### src/design/asp_pkg.sv
// ----------------------------------------------------------------------------
// asp_pkg
// Shared widths, register indexes, reset values and types for the averaged
// sensor to position block.
// ----------------------------------------------------------------------------
package asp_pkg;

    localparam int SAMPLE_W = 20;
    localparam int DEPTH_W  = 6;
    localparam int CFG_IDX_W = 2;
    localparam int STEP_W   = $clog2(SAMPLE_W + 1);

    localparam int DEFAULT_WINDOW_DEPTH = 32;
    localparam int DEFAULT_SCREEN_WIDTH = 640;
    localparam int QUEUE_DEPTH = 2;

    localparam logic [CFG_IDX_W-1:0] CFG_LEFT  = 2'd0;
    localparam logic [CFG_IDX_W-1:0] CFG_RIGHT = 2'd1;
    localparam logic [CFG_IDX_W-1:0] CFG_DEPTH = 2'd2;

    localparam logic [SAMPLE_W-1:0] LEFT_RESET  = 20'd0;
    localparam logic [SAMPLE_W-1:0] RIGHT_RESET = 20'd201274;
    localparam logic [DEPTH_W-1:0]  DEPTH_RESET = 6'd20;

    typedef struct packed {
        logic [SAMPLE_W-1:0] left_bound;
        logic [SAMPLE_W-1:0] right_bound;
        logic [DEPTH_W-1:0]  avg_depth;
    } cfg_t;

    typedef struct packed {
        logic                start;
        logic [SAMPLE_W-1:0] rem_init;
        logic [SAMPLE_W-1:0] quot_init;
        logic [SAMPLE_W-1:0] divisor;
        logic [STEP_W-1:0]   steps;
    } div_req_t;

endpackage

### src/design/asp_front.sv
// ----------------------------------------------------------------------------
// asp_front
// Input queue that takes sensor samples and holds them until the back end
// is free to process the next one.
// ----------------------------------------------------------------------------
module asp_front
(
    input  logic                         clk,
    input  logic                         rst_n,
    input  logic                         push,
    output logic                         full,
    input  logic [asp_pkg::SAMPLE_W-1:0] sample,
    input  logic                         q_pop,
    output logic                         q_empty,
    output logic [asp_pkg::SAMPLE_W-1:0] q_data
);

    localparam int PTR_W = $clog2(asp_pkg::QUEUE_DEPTH);

    logic [asp_pkg::SAMPLE_W-1:0] slot_reg [asp_pkg::QUEUE_DEPTH];
    logic [PTR_W:0]               wr_ptr_reg;
    logic [PTR_W:0]               wr_ptr_next;
    logic [PTR_W:0]               rd_ptr_reg;
    logic [PTR_W:0]               rd_ptr_next;
    logic                         do_push;
    logic                         do_pop;

    assign q_empty = (wr_ptr_reg == rd_ptr_reg);
    assign full    = (wr_ptr_reg[PTR_W] != rd_ptr_reg[PTR_W])
                  && (wr_ptr_reg[PTR_W-1:0] == rd_ptr_reg[PTR_W-1:0]);
    assign do_push = push && !full;
    assign do_pop  = q_pop && !q_empty;
    assign q_data  = slot_reg[rd_ptr_reg[PTR_W-1:0]];

    assign wr_ptr_next = do_push ? wr_ptr_reg + 1'b1 : wr_ptr_reg;
    assign rd_ptr_next = do_pop  ? rd_ptr_reg + 1'b1 : rd_ptr_reg;

    always_ff @(posedge clk or negedge rst_n)
    begin
        if (!rst_n)
        begin
            wr_ptr_reg <= '0;
            rd_ptr_reg <= '0;
        end
        else
        begin
            wr_ptr_reg <= wr_ptr_next;
            rd_ptr_reg <= rd_ptr_next;
        end
    end

    always_ff @(posedge clk)
    begin
        if (do_push)
        begin
            slot_reg[wr_ptr_reg[PTR_W-1:0]] <= sample;
        end
    end

endmodule

### src/design/asp_div.sv
// ----------------------------------------------------------------------------
// asp_div
// Restoring divider that produces one quotient bit per cycle. The caller
// loads the upper part of the dividend as the starting remainder, which
// must be below the divisor.
// ----------------------------------------------------------------------------
module asp_div
(
    input  logic                         clk,
    input  logic                         rst_n,
    input  asp_pkg::div_req_t            div_req,
    output logic                         div_busy,
    output logic [asp_pkg::SAMPLE_W-1:0] div_quot
);

    localparam int W = asp_pkg::SAMPLE_W;

    logic [W-1:0]                    rem_reg;
    logic [W-1:0]                    rem_next;
    logic [W-1:0]                    quot_reg;
    logic [W-1:0]                    quot_next;
    logic [W-1:0]                    divisor_reg;
    logic [asp_pkg::STEP_W-1:0]      steps_reg;
    logic                            busy_reg;
    logic [W:0]                      trial;
    logic                            fits;

    assign trial = {rem_reg, quot_reg[W-1]};
    assign fits  = (trial >= {1'b0, divisor_reg});

    always_comb
    begin
        rem_next  = fits ? W'(trial - {1'b0, divisor_reg}) : trial[W-1:0];
        quot_next = {quot_reg[W-2:0], fits};
    end

    always_ff @(posedge clk or negedge rst_n)
    begin
        if (!rst_n)
        begin
            busy_reg  <= 1'b0;
            steps_reg <= '0;
        end
        else if (div_req.start)
        begin
            busy_reg  <= 1'b1;
            steps_reg <= div_req.steps;
        end
        else if (busy_reg)
        begin
            steps_reg <= steps_reg - 1'b1;
            if (steps_reg == asp_pkg::STEP_W'(1))
            begin
                busy_reg <= 1'b0;
            end
        end
    end

    always_ff @(posedge clk)
    begin
        if (div_req.start)
        begin
            rem_reg     <= div_req.rem_init;
            quot_reg    <= div_req.quot_init;
            divisor_reg <= div_req.divisor;
        end
        else if (busy_reg)
        begin
            rem_reg  <= rem_next;
            quot_reg <= quot_next;
        end
    end

    assign div_busy = busy_reg;
    assign div_quot = quot_reg;

endmodule

### src/design/asp_back.sv
// ----------------------------------------------------------------------------
// asp_back
// Sequencer that shifts each sample into the window memory, sums the newest
// samples, divides by their count and maps the average onto a column.
// ----------------------------------------------------------------------------
module asp_back
#(
    parameter int WINDOW_DEPTH = asp_pkg::DEFAULT_WINDOW_DEPTH,
    parameter int SCREEN_WIDTH = asp_pkg::DEFAULT_SCREEN_WIDTH,
    localparam int COL_W = $clog2(SCREEN_WIDTH + 1)
)
(
    input  logic                         clk,
    input  logic                         rst_n,
    input  asp_pkg::cfg_t                cfg,
    input  logic                         q_empty,
    input  logic [asp_pkg::SAMPLE_W-1:0] q_data,
    output logic                         q_pop,
    output asp_pkg::div_req_t            div_req,
    input  logic                         div_busy,
    input  logic [asp_pkg::SAMPLE_W-1:0] div_quot,
    output logic                         empty,
    input  logic                         pop,
    output logic [COL_W-1:0]             column
);

    localparam int SW     = asp_pkg::SAMPLE_W;
    localparam int IDX_W  = (WINDOW_DEPTH > 1) ? $clog2(WINDOW_DEPTH) : 1;
    localparam int CNT_W  = $clog2(WINDOW_DEPTH + 1);
    localparam int SUM_W  = SW + CNT_W;
    localparam int PROD_W = SW + COL_W;
    localparam int CMP_W  = (asp_pkg::DEPTH_W > CNT_W) ? asp_pkg::DEPTH_W : CNT_W;

    localparam logic [3:0] S_IDLE      = 4'd0;
    localparam logic [3:0] S_WRITE     = 4'd1;
    localparam logic [3:0] S_SUM       = 4'd2;
    localparam logic [3:0] S_DIV1      = 4'd3;
    localparam logic [3:0] S_DIV1_WAIT = 4'd4;
    localparam logic [3:0] S_MAP       = 4'd5;
    localparam logic [3:0] S_MUL       = 4'd6;
    localparam logic [3:0] S_DIV2      = 4'd7;
    localparam logic [3:0] S_DIV2_WAIT = 4'd8;
    localparam logic [3:0] S_OUT       = 4'd9;

    logic [SW-1:0]     window_mem [WINDOW_DEPTH];
    logic [3:0]        state_reg;
    logic [3:0]        state_next;
    logic [SW-1:0]     sample_reg;
    logic [IDX_W-1:0]  wp_reg;
    logic [IDX_W-1:0]  rp_reg;
    logic [CNT_W-1:0]  fill_reg;
    logic [CNT_W-1:0]  count_reg;
    logic [CNT_W-1:0]  k_reg;
    logic              rd_vld_reg;
    logic              rd_live_reg;
    logic [SW-1:0]     rd_data_reg;
    logic [SUM_W-1:0]  sum_reg;
    logic [SW-1:0]     avg_reg;
    logic [SW-1:0]     off_reg;
    logic [SW-1:0]     span_reg;
    logic [PROD_W-1:0] prod_reg;
    logic [COL_W-1:0]  col_reg;
    logic              res_valid_reg;
    logic [COL_W-1:0]  res_col_reg;
    logic              issue;
    logic [CMP_W-1:0]  depth_ext;
    logic [CNT_W-1:0]  count_next;
    logic              res_free;

    assign issue    = (k_reg < count_reg);
    assign res_free = !res_valid_reg || pop;
    assign q_pop    = (state_reg == S_IDLE) && !q_empty;
    assign empty    = !res_valid_reg;
    assign column   = res_col_reg;

    always_comb
    begin
        depth_ext = CMP_W'(cfg.avg_depth);
        priority if (depth_ext == '0)
        begin
            count_next = CNT_W'(1);
        end
        else if (depth_ext > CMP_W'(WINDOW_DEPTH))
        begin
            count_next = CNT_W'(WINDOW_DEPTH);
        end
        else
        begin
            count_next = CNT_W'(depth_ext);
        end
    end

    always_comb
    begin
        div_req = '0;
        state_next = state_reg;
        unique case (state_reg)
            S_IDLE:
            begin
                if (!q_empty)
                begin
                    state_next = S_WRITE;
                end
            end
            S_WRITE:
            begin
                state_next = S_SUM;
            end
            S_SUM:
            begin
                if (!issue && !rd_vld_reg)
                begin
                    state_next = S_DIV1;
                end
            end
            S_DIV1:
            begin
                div_req.start     = 1'b1;
                div_req.rem_init  = SW'(sum_reg >> SW);
                div_req.quot_init = sum_reg[SW-1:0];
                div_req.divisor   = SW'(count_reg);
                div_req.steps     = asp_pkg::STEP_W'(SW);
                state_next = S_DIV1_WAIT;
            end
            S_DIV1_WAIT:
            begin
                if (!div_busy)
                begin
                    state_next = S_MAP;
                end
            end
            S_MAP:
            begin
                priority if (avg_reg < cfg.left_bound || avg_reg > cfg.right_bound
                             || cfg.right_bound == cfg.left_bound)
                begin
                    state_next = S_OUT;
                end
                else
                begin
                    state_next = S_MUL;
                end
            end
            S_MUL:
            begin
                state_next = S_DIV2;
            end
            S_DIV2:
            begin
                div_req.start     = 1'b1;
                div_req.rem_init  = SW'(prod_reg >> COL_W);
                div_req.quot_init = SW'(prod_reg[COL_W-1:0]) << (SW - COL_W);
                div_req.divisor   = span_reg;
                div_req.steps     = asp_pkg::STEP_W'(COL_W);
                state_next = S_DIV2_WAIT;
            end
            S_DIV2_WAIT:
            begin
                if (!div_busy)
                begin
                    state_next = S_OUT;
                end
            end
            S_OUT:
            begin
                if (res_free)
                begin
                    state_next = S_IDLE;
                end
            end
            default:
            begin
                state_next = S_IDLE;
            end
        endcase
    end

    always_ff @(posedge clk or negedge rst_n)
    begin
        if (!rst_n)
        begin
            state_reg     <= S_IDLE;
            wp_reg        <= '0;
            fill_reg      <= '0;
            k_reg         <= '0;
            rd_vld_reg    <= 1'b0;
            res_valid_reg <= 1'b0;
        end
        else
        begin
            state_reg  <= state_next;
            rd_vld_reg <= (state_reg == S_SUM) && issue;
            if (state_reg == S_WRITE)
            begin
                wp_reg <= (wp_reg == IDX_W'(WINDOW_DEPTH - 1)) ? '0 : wp_reg + 1'b1;
                if (fill_reg != CNT_W'(WINDOW_DEPTH))
                begin
                    fill_reg <= fill_reg + 1'b1;
                end
                k_reg <= '0;
            end
            else if (state_reg == S_SUM && issue)
            begin
                k_reg <= k_reg + 1'b1;
            end
            if (state_reg == S_OUT && res_free)
            begin
                res_valid_reg <= 1'b1;
            end
            else if (pop)
            begin
                res_valid_reg <= 1'b0;
            end
        end
    end

    always_ff @(posedge clk)
    begin
        if (state_reg == S_WRITE)
        begin
            window_mem[wp_reg] <= sample_reg;
        end
        rd_data_reg <= window_mem[rp_reg];
    end

    always_ff @(posedge clk)
    begin
        unique case (state_reg)
            S_IDLE:
            begin
                sample_reg <= q_data;
                count_reg  <= count_next;
            end
            S_WRITE:
            begin
                rp_reg  <= wp_reg;
                sum_reg <= '0;
            end
            S_SUM:
            begin
                if (issue)
                begin
                    rp_reg      <= (rp_reg == '0) ? IDX_W'(WINDOW_DEPTH - 1) : rp_reg - 1'b1;
                    rd_live_reg <= (k_reg < fill_reg);
                end
                if (rd_vld_reg && rd_live_reg)
                begin
                    sum_reg <= sum_reg + SUM_W'(rd_data_reg);
                end
            end
            S_DIV1_WAIT:
            begin
                avg_reg <= div_quot;
            end
            S_MAP:
            begin
                off_reg  <= avg_reg - cfg.left_bound;
                span_reg <= cfg.right_bound - cfg.left_bound;
                priority if (avg_reg < cfg.left_bound)
                begin
                    col_reg <= '0;
                end
                else if (avg_reg > cfg.right_bound)
                begin
                    col_reg <= COL_W'(SCREEN_WIDTH);
                end
                else
                begin
                    col_reg <= '0;
                end
            end
            S_MUL:
            begin
                prod_reg <= PROD_W'(off_reg) * PROD_W'(SCREEN_WIDTH);
            end
            S_DIV2_WAIT:
            begin
                col_reg <= div_quot[COL_W-1:0];
            end
            S_OUT:
            begin
                if (res_free)
                begin
                    res_col_reg <= col_reg;
                end
            end
            default:
            begin
                sample_reg <= sample_reg;
            end
        endcase
    end

endmodule

### src/design/averaged_sensor_to_position_top.sv
// ----------------------------------------------------------------------------
// averaged_sensor_to_position_top
// Averages the newest sensor samples and maps the average onto a screen
// column between two programmable bounds.
// ----------------------------------------------------------------------------
// The average divides the newest count samples' sum by count, which is avg_depth
// with zero taken as one and capped at the window depth. The one-bit-per-cycle
// divider runs twice per sample, but once when the average lies outside the bounds
// or the bounds are equal. One sample is in the back end at a time, so a new one is
// taken after the last result is registered, paced by the serial read and the divider.
// Reset clears the window fill count and loads the bound and depth registers.
module averaged_sensor_to_position_top
#(
    parameter int WINDOW_DEPTH = asp_pkg::DEFAULT_WINDOW_DEPTH,
    parameter int SCREEN_WIDTH = asp_pkg::DEFAULT_SCREEN_WIDTH,
    localparam int COL_W = $clog2(SCREEN_WIDTH + 1)
)
(
    input  logic                          clk,
    input  logic                          rst_n,
    input  logic                          push,
    output logic                          full,
    input  logic [asp_pkg::SAMPLE_W-1:0]  sample,
    output logic                          empty,
    input  logic                          pop,
    output logic [COL_W-1:0]              column,
    input  logic                          cfg_valid,
    output logic                          cfg_ready,
    input  logic [asp_pkg::CFG_IDX_W-1:0] cfg_index,
    input  logic [asp_pkg::SAMPLE_W-1:0]  cfg_data
);

    asp_pkg::cfg_t                cfg_reg;
    logic                         q_empty;
    logic                         q_pop;
    logic [asp_pkg::SAMPLE_W-1:0] q_data;
    asp_pkg::div_req_t            div_req;
    logic                         div_busy;
    logic [asp_pkg::SAMPLE_W-1:0] div_quot;

    assign cfg_ready = 1'b1;

    always_ff @(posedge clk or negedge rst_n)
    begin
        if (!rst_n)
        begin
            cfg_reg.left_bound  <= asp_pkg::LEFT_RESET;
            cfg_reg.right_bound <= asp_pkg::RIGHT_RESET;
            cfg_reg.avg_depth   <= asp_pkg::DEPTH_RESET;
        end
        else if (cfg_valid && cfg_ready)
        begin
            unique case (cfg_index)
                asp_pkg::CFG_LEFT:  cfg_reg.left_bound  <= cfg_data;
                asp_pkg::CFG_RIGHT: cfg_reg.right_bound <= cfg_data;
                asp_pkg::CFG_DEPTH: cfg_reg.avg_depth   <= cfg_data[asp_pkg::DEPTH_W-1:0];
                default:            cfg_reg <= cfg_reg;
            endcase
        end
    end

    asp_front u_front
    (
        .clk     (clk),
        .rst_n   (rst_n),
        .push    (push),
        .full    (full),
        .sample  (sample),
        .q_pop   (q_pop),
        .q_empty (q_empty),
        .q_data  (q_data)
    );

    asp_div u_div
    (
        .clk      (clk),
        .rst_n    (rst_n),
        .div_req  (div_req),
        .div_busy (div_busy),
        .div_quot (div_quot)
    );

    asp_back
    #(
        .WINDOW_DEPTH (WINDOW_DEPTH),
        .SCREEN_WIDTH (SCREEN_WIDTH)
    )
    u_back
    (
        .clk      (clk),
        .rst_n    (rst_n),
        .cfg      (cfg_reg),
        .q_empty  (q_empty),
        .q_data   (q_data),
        .q_pop    (q_pop),
        .div_req  (div_req),
        .div_busy (div_busy),
        .div_quot (div_quot),
        .empty    (empty),
        .pop      (pop),
        .column   (column)
    );

    // The column never lies beyond the right edge of the screen.
    a_column_range: assert property (@(posedge clk) disable iff (!rst_n)
        !empty |-> (column <= COL_W'(SCREEN_WIDTH)))
        else $error("column beyond screen width");

    // The divider is only started when it is free.
    a_div_free: assert property (@(posedge clk) disable iff (!rst_n)
        div_req.start |-> !div_busy)
        else $error("divider started while busy");

    // The back end only takes a request from the queue when one is waiting.
    a_pop_valid: assert property (@(posedge clk) disable iff (!rst_n)
        q_pop |-> !q_empty)
        else $error("queue popped while empty");

    // A started divider is busy in the following cycle.
    a_div_busy: assert property (@(posedge clk) disable iff (!rst_n)
        div_req.start |=> div_busy)
        else $error("divider did not start");

endmodule

### config.mk
export PLATFORM = sky130hd
export DESIGN_NAME = averaged_sensor_to_position_top
export DESIGN_NICKNAME = d
export VERILOG_FILES = /design/src/design/asp_pkg.sv /design/src/design/asp_front.sv /design/src/design/asp_div.sv /design/src/design/asp_back.sv /design/src/design/averaged_sensor_to_position_top.sv
export SDC_FILE = /design/constraint.sdc
export NUM_CORES = 1
export LEC_CHECK = 0
export ABC_AREA = 0
export BUFFER_PORTS_ARGS = -buffer_cell sky130_fd_sc_hd__buf_2
export CORE_UTILIZATION = 25
export CTS_CLUSTER_SIZE = 20
export DETAILED_ROUTE_END_ITERATION = 16
export MAX_ROUTING_LAYER = met4
export PLACE_DENSITY_LB_ADDON = 0.1
export SETUP_SLACK_MARGIN = 0.1
export SKIP_CTS_REPAIR_TIMING = 1
export SLEW_MARGIN = 10
export SYNTH_ARGS = -nofsm -noshare
export SYNTH_HDL_FRONTEND = slang
export SYNTH_SLANG_ARGS = --single-unit
### constraint.sdc
create_clock -name clk -period 4.34 [get_ports clk]
set_clock_uncertainty 0.1 [all_clocks]
set_input_delay 0.651 -clock clk [delete_from_list [all_inputs] [get_ports clk]]
set_output_delay 0.651 -clock clk [all_outputs]
set_load 0.03 [all_outputs]
== Word-level counts from Yosys, hierarchy flattened ==
Memories as Yosys holds them, arrays and structs flattened. A register that Yosys moved wholly into a read port is not among the register bits.
Index checks and enable logic that the tools add are counted.

* Register bits after elaboration: 280
* Word-level logic and storage cells: 143
* Bits of input ports: 47
* Bits in writable memories: 680
* Memories kept: 2

{| class="wikitable"
|+ Memories
! memory !! depth !! bits a word !! read ports !! clocked after memory_dff !! wr ports !! RTL line !! text
|-
| u_back.window_mem || 32 || 20 || 1 || 1 || 1 || asp_back.sv:45 || <nowiki>logic [SW-1:0] window_mem [WINDOW_DEPTH];</nowiki>
|-
| u_front.slot_reg || 2 || 20 || 1 || 1 || 1 || asp_front.sv:20 || <nowiki>logic [asp_pkg::SAMPLE_W-1:0] slot_reg [asp_pkg::QUEUE_DEPTH];</nowiki>
|}

* Add/subtract/negate cells: 11
* Eq/ne operators: 25
* Multiply operators: 1
* Multiplexer cells: 36
* Order comparisons: 6
* Reductions and logical operators: 35

{| class="wikitable"
|+ Operators by type and width
! cell !! number
|-
| $pmux 66 s2 || 1
|-
| $mux 20 || 5
|-
| $sub 20x20->20 || 3
|-
| $pmux 26 s2 || 1
|-
| $pmux 4 s10 || 1
|-
| $add 26x20->26 || 1
|-
| $mux 26 || 1
|-
| $mux 5 || 5
|-
| $mux 4 || 6
|-
| $mul 20x3->23 const B || 1
|-
| $ge 21x20->1 || 1
|-
| $eq 20x20->1 || 1
|-
| $gt 20x20->1 || 1
|-
| $lt 20x20->1 || 1
|-
| $mux 10 || 2
|-
| $pmux 10 s2 || 1
|-
| $mux 6 || 3
|-
| $eq 4x3->1 const B || 4
|-
| $reduce_and 2->1 || 8
|-
| $add 6x1->6 const B || 2
|-
| $lt 6x6->1 || 2
|-
| $pmux 5 s2 || 1
|-
| $reduce_bool 2->1 || 5
|-
| $sub 5x1->5 const B || 2
|-
| other kinds (26) || 55
|}

== Depth between registers and ports, before layout ==
Gate-level depths: netlist of the first run.

* Depth in word-level cells: 6
* Depth in mapped cells: 11
* Gate-level depth less buffers: 11

== By module ==
A second synthesis of the first run with hierarchy kept.

* Cells, all modules: 2,630
* Area total of the unflattened synthesis: 43,942.1 um2

{| class="wikitable"
|+ Modules (own cells, without submodules)
! module !! area an instance (um2) !! sequential area each (um2) !! instances !! cells an instance
|-
| asp_back || 36,442.5 || 25,029.0 || 1 || 2,072
|-
| asp_div || 4,027.6 || 1,951.9 || 1 || 367
|-
| averaged_sensor_to_position_top || 1,745.4 || 1,163.6 || 1 || 101
|-
| asp_front || 1,726.7 || 1,301.2 || 1 || 90
|}

== Least setup slack after synthesis of the first run ==
No wires, ideal clock.

* Path kind: flip-flop to flip-flop
* Start point: register u_back.state_reg[3]
* End point: register u_front.rd_ptr_reg[1]
* Arrival time: 3,779 ps
* Stages on the path, launching flop included: 5
* Setup time: 124 ps
* Setup slack: 337 ps
* Cells stage by stage: dfrtp_1 clkbuf_1 nor4_1 nand3_1 xnor2_1

* Longest elaborated chain between the ends: 3

{| class="wikitable"
|+ Ends and longest elaborated chain
! item !! RTL line !! text
|-
| from (decl) || asp_back.sv:46 || <nowiki>logic [3:0] state_reg;</nowiki>
|-
| from (signal assigned) || asp_back.sv:191 || <nowiki>state_reg <= state_next;</nowiki>
|-
| $logic_not 4->1 || asp_back.sv:72 || <nowiki>assign q_pop = (state_reg == S_IDLE) && !q_empty;</nowiki>
|-
| $logic_and 1x1->1 || asp_back.sv:72 ||
|-
| $logic_and 1x1->1 || asp_front.sv:32 || <nowiki>assign do_pop = q_pop && !q_empty;</nowiki>
|-
| to (signal assigned) || asp_front.sv:48 || <nowiki>rd_ptr_reg <= rd_ptr_next;</nowiki>
|-
| to (decl) || asp_front.sv:23 || <nowiki>logic [PTR_W:0] rd_ptr_reg;</nowiki>
|}

No other way between the ends.
A chain may end at the register's enable or synchronous reset.

== Final worst setup path of the first run ==
* Start point: register u_back.off_reg[3]
* End point: register u_back.prod_reg[28] (data pin)

* Longest elaborated chain between the ends: 1

{| class="wikitable"
|+ Ends and longest elaborated chain
! item !! RTL line !! text
|-
| from (decl) || asp_back.sv:59 || <nowiki>logic [SW-1:0] off_reg;</nowiki>
|-
| from (signal assigned) || asp_back.sv:257 || <nowiki>off_reg <= avg_reg - cfg.left_bound;</nowiki>
|-
| $mul 20x3->23 || asp_back.sv:274 || <nowiki>prod_reg <= PROD_W'(off_reg) * PROD_W'(SCREEN_WIDTH);</nowiki>
|-
| to (signal assigned) || asp_back.sv:274 ||
|-
| to (decl) || asp_back.sv:61 || <nowiki>logic [PROD_W-1:0] prod_reg;</nowiki>
|}

No other way between the ends.

==> flow_metrics.py, run 1 <==
metrics = {
    "status": {
        "status": "completed",
    },
    "final_layout": {
        "drive_gt1_frac": 0.223,
        "multi_input_area_um2": 13000,
        "largest_reg_flops": 640,
        "stdcell_area_um2": 50500,
        "syn_to_final_growth_pct": 17.3,
        "n_fill_cell": 16800,
        "nets": 2925,
        "fin_cells": 5108,
        "ff_latch_area_um2": 29400,
    },
    "place": {
        "port_buffers": 58,
        "placed_cells": 4876,
        "hpwl_mm": 74.7,
        "placed_area_um2": 46700,
        "gp_congestion": 0.768,
    },
    "routing": {
        "via_count": 22600,
        "postRouteAntennaNets": 0,
        "wl_mm": 115,
        "drtIter0Drc": 1337,
        "dr.pass1.iters": 5,
        "routedWlPerCell_um": 22.5,
        "vias_per_cell": 4.43,
        "route.detailed.drc": 0,
    },
    "synthesis": {
        "synth_nets": 2740,
        "synth_mux_area_frac": 0.126,
        "async_flop_share": 0.0790,
        "synthCells": 2532,
        "netlist_area_um2": 43100,
        "synth_fa_ha_area_frac": 0.0477,
        "yosys_register_bits": 1000,
        "synth_top_flop_cell": "edfxtp_1",
        "synth.top_cells.by_area": "edfxtp_1 (63%), mux4_2 (10%), ha_1 (4.5%), dfrtp_1 (4.0%), mux2_2 (1.8%)",
        "ys_types": 77,
        "synth_top_area_cell": "edfxtp_1",
        "synthXorXnorAreaFrac": 0.0195,
        "synth_compound_area_frac": 0.0551,
        "synth_edf_count": 901,
        "avgSynthCellArea_um2": 17.0,
        "synth.top_cell.area_share": 0.628,
        "yosys_warnings": 0,
        "synth-simple-area-share": 0.0500,
        "synth_top_family_by_area": "multiplexers",
        "synth_seq_area_share": 0.684,
    },
    "clock_tree": {
        "cts_buffer_depth": 3,
        "clk_pin_slew_worst_paths_ns": 0.06,
        "cts.sinks": 1000,
        "cts-root-buf": "clkbuf_16",
        "clkLatencyLatePin_ns": 0.74,
        "htree_levels": 3,
        "cts_tree": "done",
        "cts_made_buffers": 111,
    },
    "floorplanning": {
        "initial_core_util": 0.253,
        "die_area_um2": 174000,
        "die_y_um": 417,
        "rows": 151,
        "core-area_um2": 170000,
        "pin_count": 60,
        "die_w_um": 417,
    },
    "sta": {
        "relSlewSlack": 0.179,
        "setup_viol": 0,
        "timing.fmax_mhz": 284,
        "rsz0062_at_grt": "no",
        "drv_slew": 0,
        "tightest_slew_ns": 1.22,
        "tns_ns": 0,
        "period_minus_slack_ns": 3.53,
        "post-route-period-util": 0.812,
        "finalHoldViolations": 0,
        "whs_ns": 0.0484,
    },
    "flow_run": {
        "maxCapViolations": 0,
    },
    "setup_path": {
        "path_max_fanout": 3,
        "critical_path_class": "reg2reg",
        "cp-start-kind": "flop",
        "critPathRequiredTime_ns": 4.70,
        "end_kind": "flop",
        "arrival_ns": 3.89,
    },
    "power_and_ir_drop": {
        "fin_total_pwr_w": 0.0359,
        "cellPowerDensity_nw_per_um2": 710,
        "ir_worst_vdd_mv": 0.349,
        "power_leakage_nw": 17.2,
    },
    "grt": {
        "grt_pass1_vias": 23900,
        "grt_max_degree": 63,
        "grt.total_usage": 0.137,
        "grt-ovfl-total": 0,
        "antenna_found_initial": 3,
        "grt_pass1_wl_mm": 168,
    },
    "min_path": {
        "hold_class": "in2reg",
    },
}
worst max-delay path, stage by stage (launching register included):
cell	delay (ns)
edfxtp_1	0.42
ha_1	0.31
ha_1	0.23
fa_1	0.42
a211oi_1	0.33
o211ai_1	0.17
a41oi_1	0.42
o21ai_1	0.20
o31ai_1	0.27
nand2b_1	0.11
a21oi_1	0.22
xnor2_1	0.08
layer usage:
| layer | share of wire | routed length (um) | track usage |
|---|---|---|---|
| met3 | 0.027 | 3120 | 0.0209 |
| met4 | 0.026 | 2940 | 0.0381 |
| met2 | 0.52 | 59700 | 0.237 |
| met1 | 0.43 | 49300 | 0.165 |
| met5 | 0 | 0 | - |
placed cells by master, fill, tap and decap left out, types with 36 or more instances in the layout:
cell | synthesis | routed
clkbuf_1 | 69 | 36
ha_1 | 156 | 156
buf_4 | 1 | 73
mux4_2 | 200 | 200
nand2_1 | 98 | 98
nor2_1 | 137 | 101
clkbuf_16 | 0 | 111
a21oi_1 | 69 | 69
mux2_2 | 70 | 70
inv_1 | 104 | 104
xnor2_1 | 66 | 66
o21ai_0 | 77 | 76
edfxtp_1 | 901 | 901
buf_2 | 9 | 57
dfrtp_1 | 69 | 69
report_power, final:
group / total (W) / switching, W / leakage [nW] / internal (W)
clock: 0.00939 / 0.00404 / 1.72 / 0.00535
combinational: 0.0119 / 0.00676 / 6.11 / 0.00510
sequential: 0.0146 / 0.00138 / 9.34 / 0.0133
total: 0.0359 / 0.0122 / 17.2 / 0.0237
logic make-up (layout without fill, tap and decap cells):
kind of cell | count (synthesis) | count (layout)
other cells | 1 | 3
xor+xnor | 96 | 96
flops | 1000 | 1000
simple gates | 442 | 442
mux | 283 | 283
compound gates | 355 | 355
fa+ha+maj | 161 | 161
buf+inv | 194 | 473
path summary, 6_finish.rpt:
check                                                startpoint                            end  slack, ns  depth (start not counted)
worst min register to register  u_back.col_reg[8]$_SDFFCE_PN0P_     u_back.column[8]$_DFFE_PP_       0.32                          0
min in group asynchronous                                 rst_n        cfg_reg[44]$_DFFE_PN0P_       0.49                          2
worst max register to register      u_back.off_reg[3]$_DFFE_PP_  u_back.prod_reg[28]$_DFFE_PP_       0.81                         11
worst min-delay path                                cfg_data[9]        cfg_reg[35]$_DFFE_PN0P_       0.05                          3
worst max-delay path                u_back.off_reg[3]$_DFFE_PP_  u_back.prod_reg[28]$_DFFE_PP_       0.81                         11
max in group asynchronous                                 rst_n   u_back.wp_reg[3]$_DFFE_PN0P_       2.76                          3
synth_stat cells (9+ instances only):
| master | number |
|---|---|
| dfrtp_1 | 69 |
| nand3_1 | 25 |
| o21ai_0 | 77 |
| a22o_1 | 23 |
| ha_1 | 156 |
| nand2_1 | 98 |
| o21ai_1 | 16 |
| a22oi_1 | 11 |
| inv_1 | 104 |
| xor2_1 | 30 |
| dfstp_2 | 10 |
| a211oi_1 | 17 |
| nor2b_1 | 23 |
| edfxtp_1 | 901 |
| a31oi_1 | 14 |
| or2_2 | 9 |
| and2_1 | 28 |
| dfxtp_1 | 20 |
| nor3_1 | 35 |
| mux2i_1 | 13 |
| o21a_1 | 16 |
| mux4_2 | 200 |
| clkbuf_1 | 69 |
| mux2_2 | 70 |
| xnor2_1 | 66 |
| or3_1 | 11 |
| nand2b_1 | 20 |
| a21oi_1 | 69 |
| buf_2 | 9 |
| a21o_1 | 34 |
| nor2_1 | 137 |
| nand4_1 | 14 |
| and3_1 | 12 |
layout make-up:
class | instances | share of cell area
flip-flops and latches | 1000 | 0.583
multi-input cells | 1338 | 0.257
clock buffers | 152 | 0.0590
well taps | 2295 | 0.0568
repair buffers | 161 | 0.0243
clock inverters | 55 | 0.0122
inverters | 105 | 0.00780
diodes | 2 | 0.0000991
metrics by stage:
stage | util | worst slack, ns
CTS | 0.295 | 0.822
global placement | 0.274 | 0.717
global route | 0.297 | 0.498
floorplan | - | 0.337
finish | 0.297 | 0.814
detailed placement | 0.274 | 0.833
No activity file was read; power rests on OpenSTA's default activity.
==> inputs of run 2 (changes only) <==
==> constraint.sdc (replaced) <==
create_clock -name clk -period 3.1 [get_ports clk]
set_clock_uncertainty 0.1 [all_clocks]
set_input_delay 0.465 -clock clk [delete_from_list [all_inputs] [get_ports clk]]
set_output_delay 0.465 -clock clk [all_outputs]
set_load 0.03 [all_outputs]
==> flow_metrics.py, run 2 (synthesized netlist as in run 1, its figures left out) <==
metrics = {
    "clock_tree": {
        "cts-root-buf": "clkbuf_16",
        "clkLatencyLatePin_ns": 0.75,
        "cts_tree": "done",
        "cts_made_buffers": 113,
        "htree_levels": 3,
        "clk_pin_slew_worst_paths_ns": 0.06,
        "cts.sinks": 1000,
        "cts_buffer_depth": 3,
    },
    "grt": {
        "grt_pass1_vias": 24300,
        "grt-ovfl-total": 0,
        "antenna_found_initial": 6,
        "grt_max_degree": 46,
        "grt_pass1_wl_mm": 171,
        "grt.total_usage": 0.139,
    },
    "final_layout": {
        "layout_common_cells": "edfxtp_1 (901), mux4_2 (200), ha_1 (141), clkbuf_16 (118)",
        "largest_reg_flops": 640,
        "syn_to_final_growth_pct": 21.7,
        "n_fill_cell": 16700,
        "drive_gt1_frac": 0.270,
        "nets": 3012,
        "final_common_cell": "edfxtp_1",
    },
    "floorplanning": {
        "pin_count": 60,
        "core-area_um2": 170000,
        "initial_core_util": 0.253,
        "rows": 151,
        "die_w_um": 417,
        "die_y_um": 417,
        "die_area_um2": 174000,
    },
    "power_and_ir_drop": {
        "combPwrFrac": 0.347,
        "pwr-share-seq": 0.395,
        "cellPowerDensity_nw_per_um2": 998,
        "p_sw_w": 0.0175,
        "power_leakage_nw": 17.9,
        "ir_worst_vdd_mv": 0.518,
        "p_int_w": 0.0348,
        "p_clk_frac": 0.258,
        "swShare": 0.335,
    },
    "routing": {
        "via_count": 23100,
        "route.detailed.drc": 0,
        "drtIter0Drc": 1448,
        "wl_mm": 117,
        "routedWlPerCell_um": 22.6,
        "postRouteAntennaNets": 0,
        "dr.pass1.iters": 5,
        "vias_per_cell": 4.44,
    },
    "place": {
        "gp_congestion": 0.798,
        "dp_slack_ns": -0.137,
        "port_buffers": 58,
        "hpwl_mm": 75.0,
    },
    "sta": {
        "setup_viol": 1,
        "timing.fmax_mhz": 322,
        "relSlewSlack": 0.230,
        "rsz0062_at_grt": "yes",
        "finalHoldViolations": 0,
        "drv_slew": 0,
        "fin_ws_ns": -0.00472,
        "tns_ns": -0.00472,
        "tightest_slew_ns": 1.15,
        "post-route-period-util": 1.00,
        "period_minus_slack_ns": 3.10,
    },
    "setup_path": {
        "path_max_fanout": 7,
        "reg2regPathDepth": 12,
        "cp-start-kind": "flop",
        "path_buf_inv": 3,
        "cp_slowest_cell": "edfxtp_1",
        "arrival_ns": 3.47,
        "cpLargestDelayFamily": "compound AO/OA/AOI/OAI gates",
        "max_stage_delay_ns": 0.39,
        "crit_chain": "inv_2, ha_4, nor2b_4, o31a_1, o21ai_2, a31oi_2, a21bo_2, o41ai_4, buf_4, buf_12, a2111oi_1, a211o_1",
        "crit_cells": 12,
        "critical_path_class": "reg2reg",
        "critPathRequiredTime_ns": 3.46,
        "end_kind": "flop",
    },
    "status": {
        "status": "finished, violations left",
        "violations": "setup timing",
    },
    "min_path": {
        "hold_class": "in2async",
    },
    "flow_run": {
        "maxCapViolations": 0,
    },
}
-- run 2: cell count changes in the layout (fill, tap and decap cells not counted), moves of 7 or more --
cell / delta
clkinv_1: +8
o21ai_0: -8
dlygate4sd3_1: +21
buf_4: +16
clkbuf_1: -17
ha_1: -15
ha_2: +7
buf_12: +43
clkinv_2: +12
clkbuf_16: +7
ha_4: +8
a211oi_1: -9
-- run 2: routing by layer --
layer	up-vias	share of wire	global-route usage
li1	10600	-	-
met1	12000	0.43	0.172
met2	332	0.51	0.235
met3	173	0.031	0.0207
met4	0	0.028	0.0431
met5	-	0	-
-- run 2: metrics by stage --
step	util	cells	cell area [um2]	hold WS [ns]	total power (W)
6_report	0.308	5198	52400	0.155	0.0523
5_1_grt	0.308	5198	52400	0.131	0.0554
4_1_cts	0.302	5136	51300	-0.470	0.0524
3_5_place_dp	0.280	4923	47600	0.305	0.0386
3_3_place_gp	0.280	4923	47600	0.309	0.0383
2_1_floorplan	-	2532	43100	0.0694	0.0314
-- run 2: area by class of cell --
cell class,count,area [um2],area share
Timing Repair Buffer,246,2520,0.0480
Clock buffer,135,2960,0.0565
Tap cell,2295,2870,0.0548
Sequential cell,1000,29400,0.562
Multi-Input combinational cell,1338,13400,0.256
Inverter,105,394,0.00752
Clock inverter,78,783,0.0149
Antenna cell,1,2.50,0.0000477
-- run 2: power groups by stage --
stage	clock, W	combinational [W]	sequential [W]
after floorplan	0	0.0115	0.0199
after global placement	0	0.0173	0.0210
after detailed placement	0	0.0174	0.0211
after CTS	0.0140	0.0175	0.0209
after global routing	0.0145	0.0199	0.0210
final	0.0135	0.0181	0.0207
-- run 2: path summary, 6_finish.rpt --
| path | from | to | slack, ns |
|---|---|---|---|
| max | u_div.divisor_reg[1]$_DFFE_PN_ | u_div.rem_reg[17]$_DFFE_PP_ | -0.005 |
| min | rst_n | cfg_reg[41]$_DFFE_PN0P_ | 0.16 |
| max reg2reg | u_div.divisor_reg[1]$_DFFE_PN_ | u_div.rem_reg[17]$_DFFE_PP_ | -0.005 |
| min reg2reg | u_back.col_reg[2]$_SDFFCE_PN0P_ | u_back.column[2]$_DFFE_PP_ | 0.32 |
| max in group asynchronous | rst_n | u_back.k_reg[2]$_DFFE_PN0P_ | 2.03 |
| min in group clk | cfg_index[0] | cfg_reg[42]$_DFFE_PN0P_ | 0.24 |
==> inputs of run 3 (changes only) <==
--- a/config.mk
+++ b/config.mk
@@ -7,14 +7,17 @@
 export LEC_CHECK = 0
 export ABC_AREA = 0
 export BUFFER_PORTS_ARGS = -buffer_cell sky130_fd_sc_hd__buf_2
+export CAP_MARGIN = 10
 export CORE_UTILIZATION = 25
 export CTS_CLUSTER_SIZE = 20
 export DETAILED_ROUTE_END_ITERATION = 16
 export MAX_ROUTING_LAYER = met4
 export PLACE_DENSITY_LB_ADDON = 0.1
+export REMOVE_ABC_BUFFERS = 1
 export SETUP_SLACK_MARGIN = 0.1
 export SKIP_CTS_REPAIR_TIMING = 1
 export SLEW_MARGIN = 10
 export SYNTH_ARGS = -nofsm -noshare
 export SYNTH_HDL_FRONTEND = slang
+export SYNTH_HIERARCHICAL = 1
 export SYNTH_SLANG_ARGS = --single-unit
==> flow_metrics.py, run 3 <==
metrics = {
    "clock_tree": {
        "cts_made_buffers": 111,
        "htree_levels": 3,
        "clk_pin_slew_worst_paths_ns": 0.06,
        "cts_tree": "done",
        "clkLatencyLatePin_ns": 0.76,
        "cts_buffer_depth": 3,
        "cts.sinks": 1000,
        "cts-root-buf": "clkbuf_16",
    },
    "power_and_ir_drop": {
        "combPwrFrac": 0.350,
        "p_int_w": 0.0333,
        "swShare": 0.342,
        "pwr-share-seq": 0.399,
        "ir_worst_vdd_mv": 0.493,
        "p_sw_w": 0.0173,
        "cellPowerDensity_nw_per_um2": 964,
        "power_leakage_nw": 17.9,
        "p_clk_frac": 0.251,
    },
    "flow_run": {
        "maxCapViolations": 0,
    },
    "final_layout": {
        "nets": 3084,
        "fin_util": 0.301,
        "largest_reg_flops": 640,
        "drive_gt1_frac": 0.256,
        "syn_to_final_growth_pct": 19.5,
        "final_common_cell": "edfxtp_1",
        "n_fill_cell": 17200,
        "layout_common_cells": "edfxtp_1 (901), mux4_2 (200), ha_1 (148), clkbuf_16 (111), nand2_1 (103)",
    },
    "setup_path": {
        "critical_path_class": "reg2reg",
        "rrSetupSlack_ns": 0.08,
        "critPathRequiredTime_ns": 3.45,
        "regToRegStartpoint": "u_back/off_reg[1]$_DFFE_PP_",
        "reg2regPathDepth": 11,
        "arrival_ns": 3.37,
        "end_kind": "flop",
        "r2r-end": "u_back/prod_reg[26]$_DFFE_PP_",
        "path_max_fanout": 3,
        "cp-start-kind": "flop",
    },
    "routing": {
        "drtIter0Drc": 1433,
        "dr.pass1.iters": 7,
        "route.detailed.drc": 0,
        "vias_per_cell": 4.48,
        "routedWlPerCell_um": 22.5,
        "postRouteAntennaNets": 0,
        "wl_mm": 119,
        "via_count": 23700,
    },
    "floorplanning": {
        "die_area_um2": 177000,
        "pin_count": 60,
        "die_y_um": 421,
        "initial_core_util": 0.252,
        "rows": 153,
        "die_w_um": 421,
        "core-area_um2": 174000,
    },
    "min_path": {
        "hold_end": "u_back/res_valid_reg$_DFFE_PN0P_",
        "hold_class": "in2reg",
        "min_from": "pop",
        "hold_depth": 3,
    },
    "sta": {
        "timing.fmax_mhz": 331,
        "tightest_slew_ns": 1.13,
        "period_minus_slack_ns": 3.02,
        "finalHoldViolations": 0,
        "tns_ns": 0,
        "relSlewSlack": 0.244,
        "setup_viol": 0,
        "post-route-period-util": 0.974,
        "drv_slew": 0,
        "rsz0062_at_grt": "yes",
    },
    "synthesis": {
        "synth_top_flop_cell": "edfxtp_1",
        "synthCells": 2630,
        "synth.top_cells.by_area": "edfxtp_1 (62%), mux4_2 (10%), ha_1 (4.4%), dfrtp_1 (3.9%), mux2_2 (2.5%)",
        "avgSynthCellArea_um2": 16.7,
        "netlist_area_um2": 43900,
        "async_flop_share": 0.0790,
        "synth_seq_area_share": 0.670,
        "synth_commonest_cells": "edfxtp_1 (901), mux4_2 (200), ha_1 (156)",
        "synth.top_cell.area_share": 0.616,
        "yosys_warnings": 6,
        "synth_edf_count": 901,
        "synth_top_area_cell": "edfxtp_1",
        "yosys_register_bits": 1000,
        "ys_types": 87,
        "synth_most_common_cell": "edfxtp_1",
    },
    "grt": {
        "grt_pass1_wl_mm": 173,
        "grt_max_degree": 69,
        "antenna_found_initial": 1,
        "grt-ovfl-total": 0,
        "grt_pass1_vias": 24800,
        "grt.total_usage": 0.137,
    },
    "status": {
        "status": "completed",
    },
    "place": {
        "gp_congestion": 0.768,
        "port_buffers": 58,
        "hpwl_mm": 77.3,
    },
}
[run 3: cell count changes in the layout (fill, tap and decap cells not counted), moves of 8 or more]
| cell | change |
|---|---|
| mux2_1 | +11 |
| a21oi_1 | +19 |
| clkbuf_1 | +8 |
| clkinv_1 | -13 |
| mux2_2 | +26 |
| and2_1 | +30 |
[run 3: power by group through the flow]
stage               Sequential (W)  Combinational, W  Clock (W)
floorplan                   0.0204            0.0104          0
detailed placement          0.0206            0.0178          0
global route                0.0205            0.0195     0.0137
CTS                         0.0203            0.0179     0.0132
global placement            0.0204            0.0176          0
finish                      0.0202            0.0177     0.0127
[run 3: layout make-up]
type                       instances  area (um2)  share of cell area
sequential                      1000       29400               0.561
multi-input combinational       1426       13900               0.266
tap                             2325        2910              0.0554
clock buffer                     139        2890              0.0551
timing repair buffer             235        2340              0.0446
clock inverter                    62         593              0.0113
inverter                         102         383             0.00729
antenna                            2        5.00           0.0000953
[run 3: worst max-delay path, cell delays in order, from the launching register on]
cell      delay, ns
edfxtp_1       0.40
ha_1           0.32
ha_2           0.20
fa_2           0.37
a211oi_2       0.20
nor2_1         0.09
o31a_1         0.28
o21a_1         0.21
o211ai_1       0.25
nand2b_1       0.12
a21oi_2        0.16
xnor2_1        0.08
[run 3: stage by stage]
stage               total power [W]  area [um2]  hold slack, ns  worst slack [ns]  std cells
floorplan                    0.0308       43400          0.0694             -4.77       2528
global placement             0.0381       48300           0.306            -0.185       5037
detailed placement           0.0383       48300           0.307           -0.0861       5037
CTS                          0.0513       51800          -0.436            -0.103       5238
global route                 0.0536       52500          0.0406           -0.0311       5289
finish                       0.0506       52500          0.0251            0.0804       5291
[run 3: logic make-up after synthesis]
| logic type | synth area share |
|---|---|
| compound gates | 0.0535 |
| mux | 0.133 |
| flops | 0.670 |
| simple gates | 0.0574 |
| buf+inv | 0.0208 |
| fa+ha+maj | 0.0467 |
| xor+xnor | 0.0181 |
| other cells | 0.000171 |
[run 3: layer usage]
| metal | up-vias | part of all wire | global-route usage |
|---|---|---|---|
| met1 | 12300 | 0.43 | 0.165 |
| met4 | 0 | 0.024 | 0.0350 |
| met5 | - | 0 | - |
| li1 | 10800 | - | - |
| met3 | 177 | 0.032 | 0.0218 |
| met2 | 411 | 0.52 | 0.237 |
[run 3: how the worst max path moves through the flow]
stage | start | to | slack, ns | cells after the start
after floorplan | u_back/rp_reg[0]$_DFFE_PP_ | u_back/rd_data_reg[0]$_DFF_P_ | -4.77 | 3
after global placement | u_back/off_reg[1]$_DFFE_PP_ | u_back/prod_reg[26]$_DFFE_PP_ | -0.18 | 11
after detailed placement | u_back/off_reg[1]$_DFFE_PP_ | u_back/prod_reg[26]$_DFFE_PP_ | -0.09 | 11
after CTS | u_back/off_reg[1]$_DFFE_PP_ | u_back/prod_reg[26]$_DFFE_PP_ | -0.10 | 11
after global routing | u_back/off_reg[1]$_DFFE_PP_ | u_back/prod_reg[26]$_DFFE_PP_ | -0.03 | 11
final | u_back/off_reg[1]$_DFFE_PP_ | u_back/prod_reg[26]$_DFFE_PP_ | 0.08 | 11
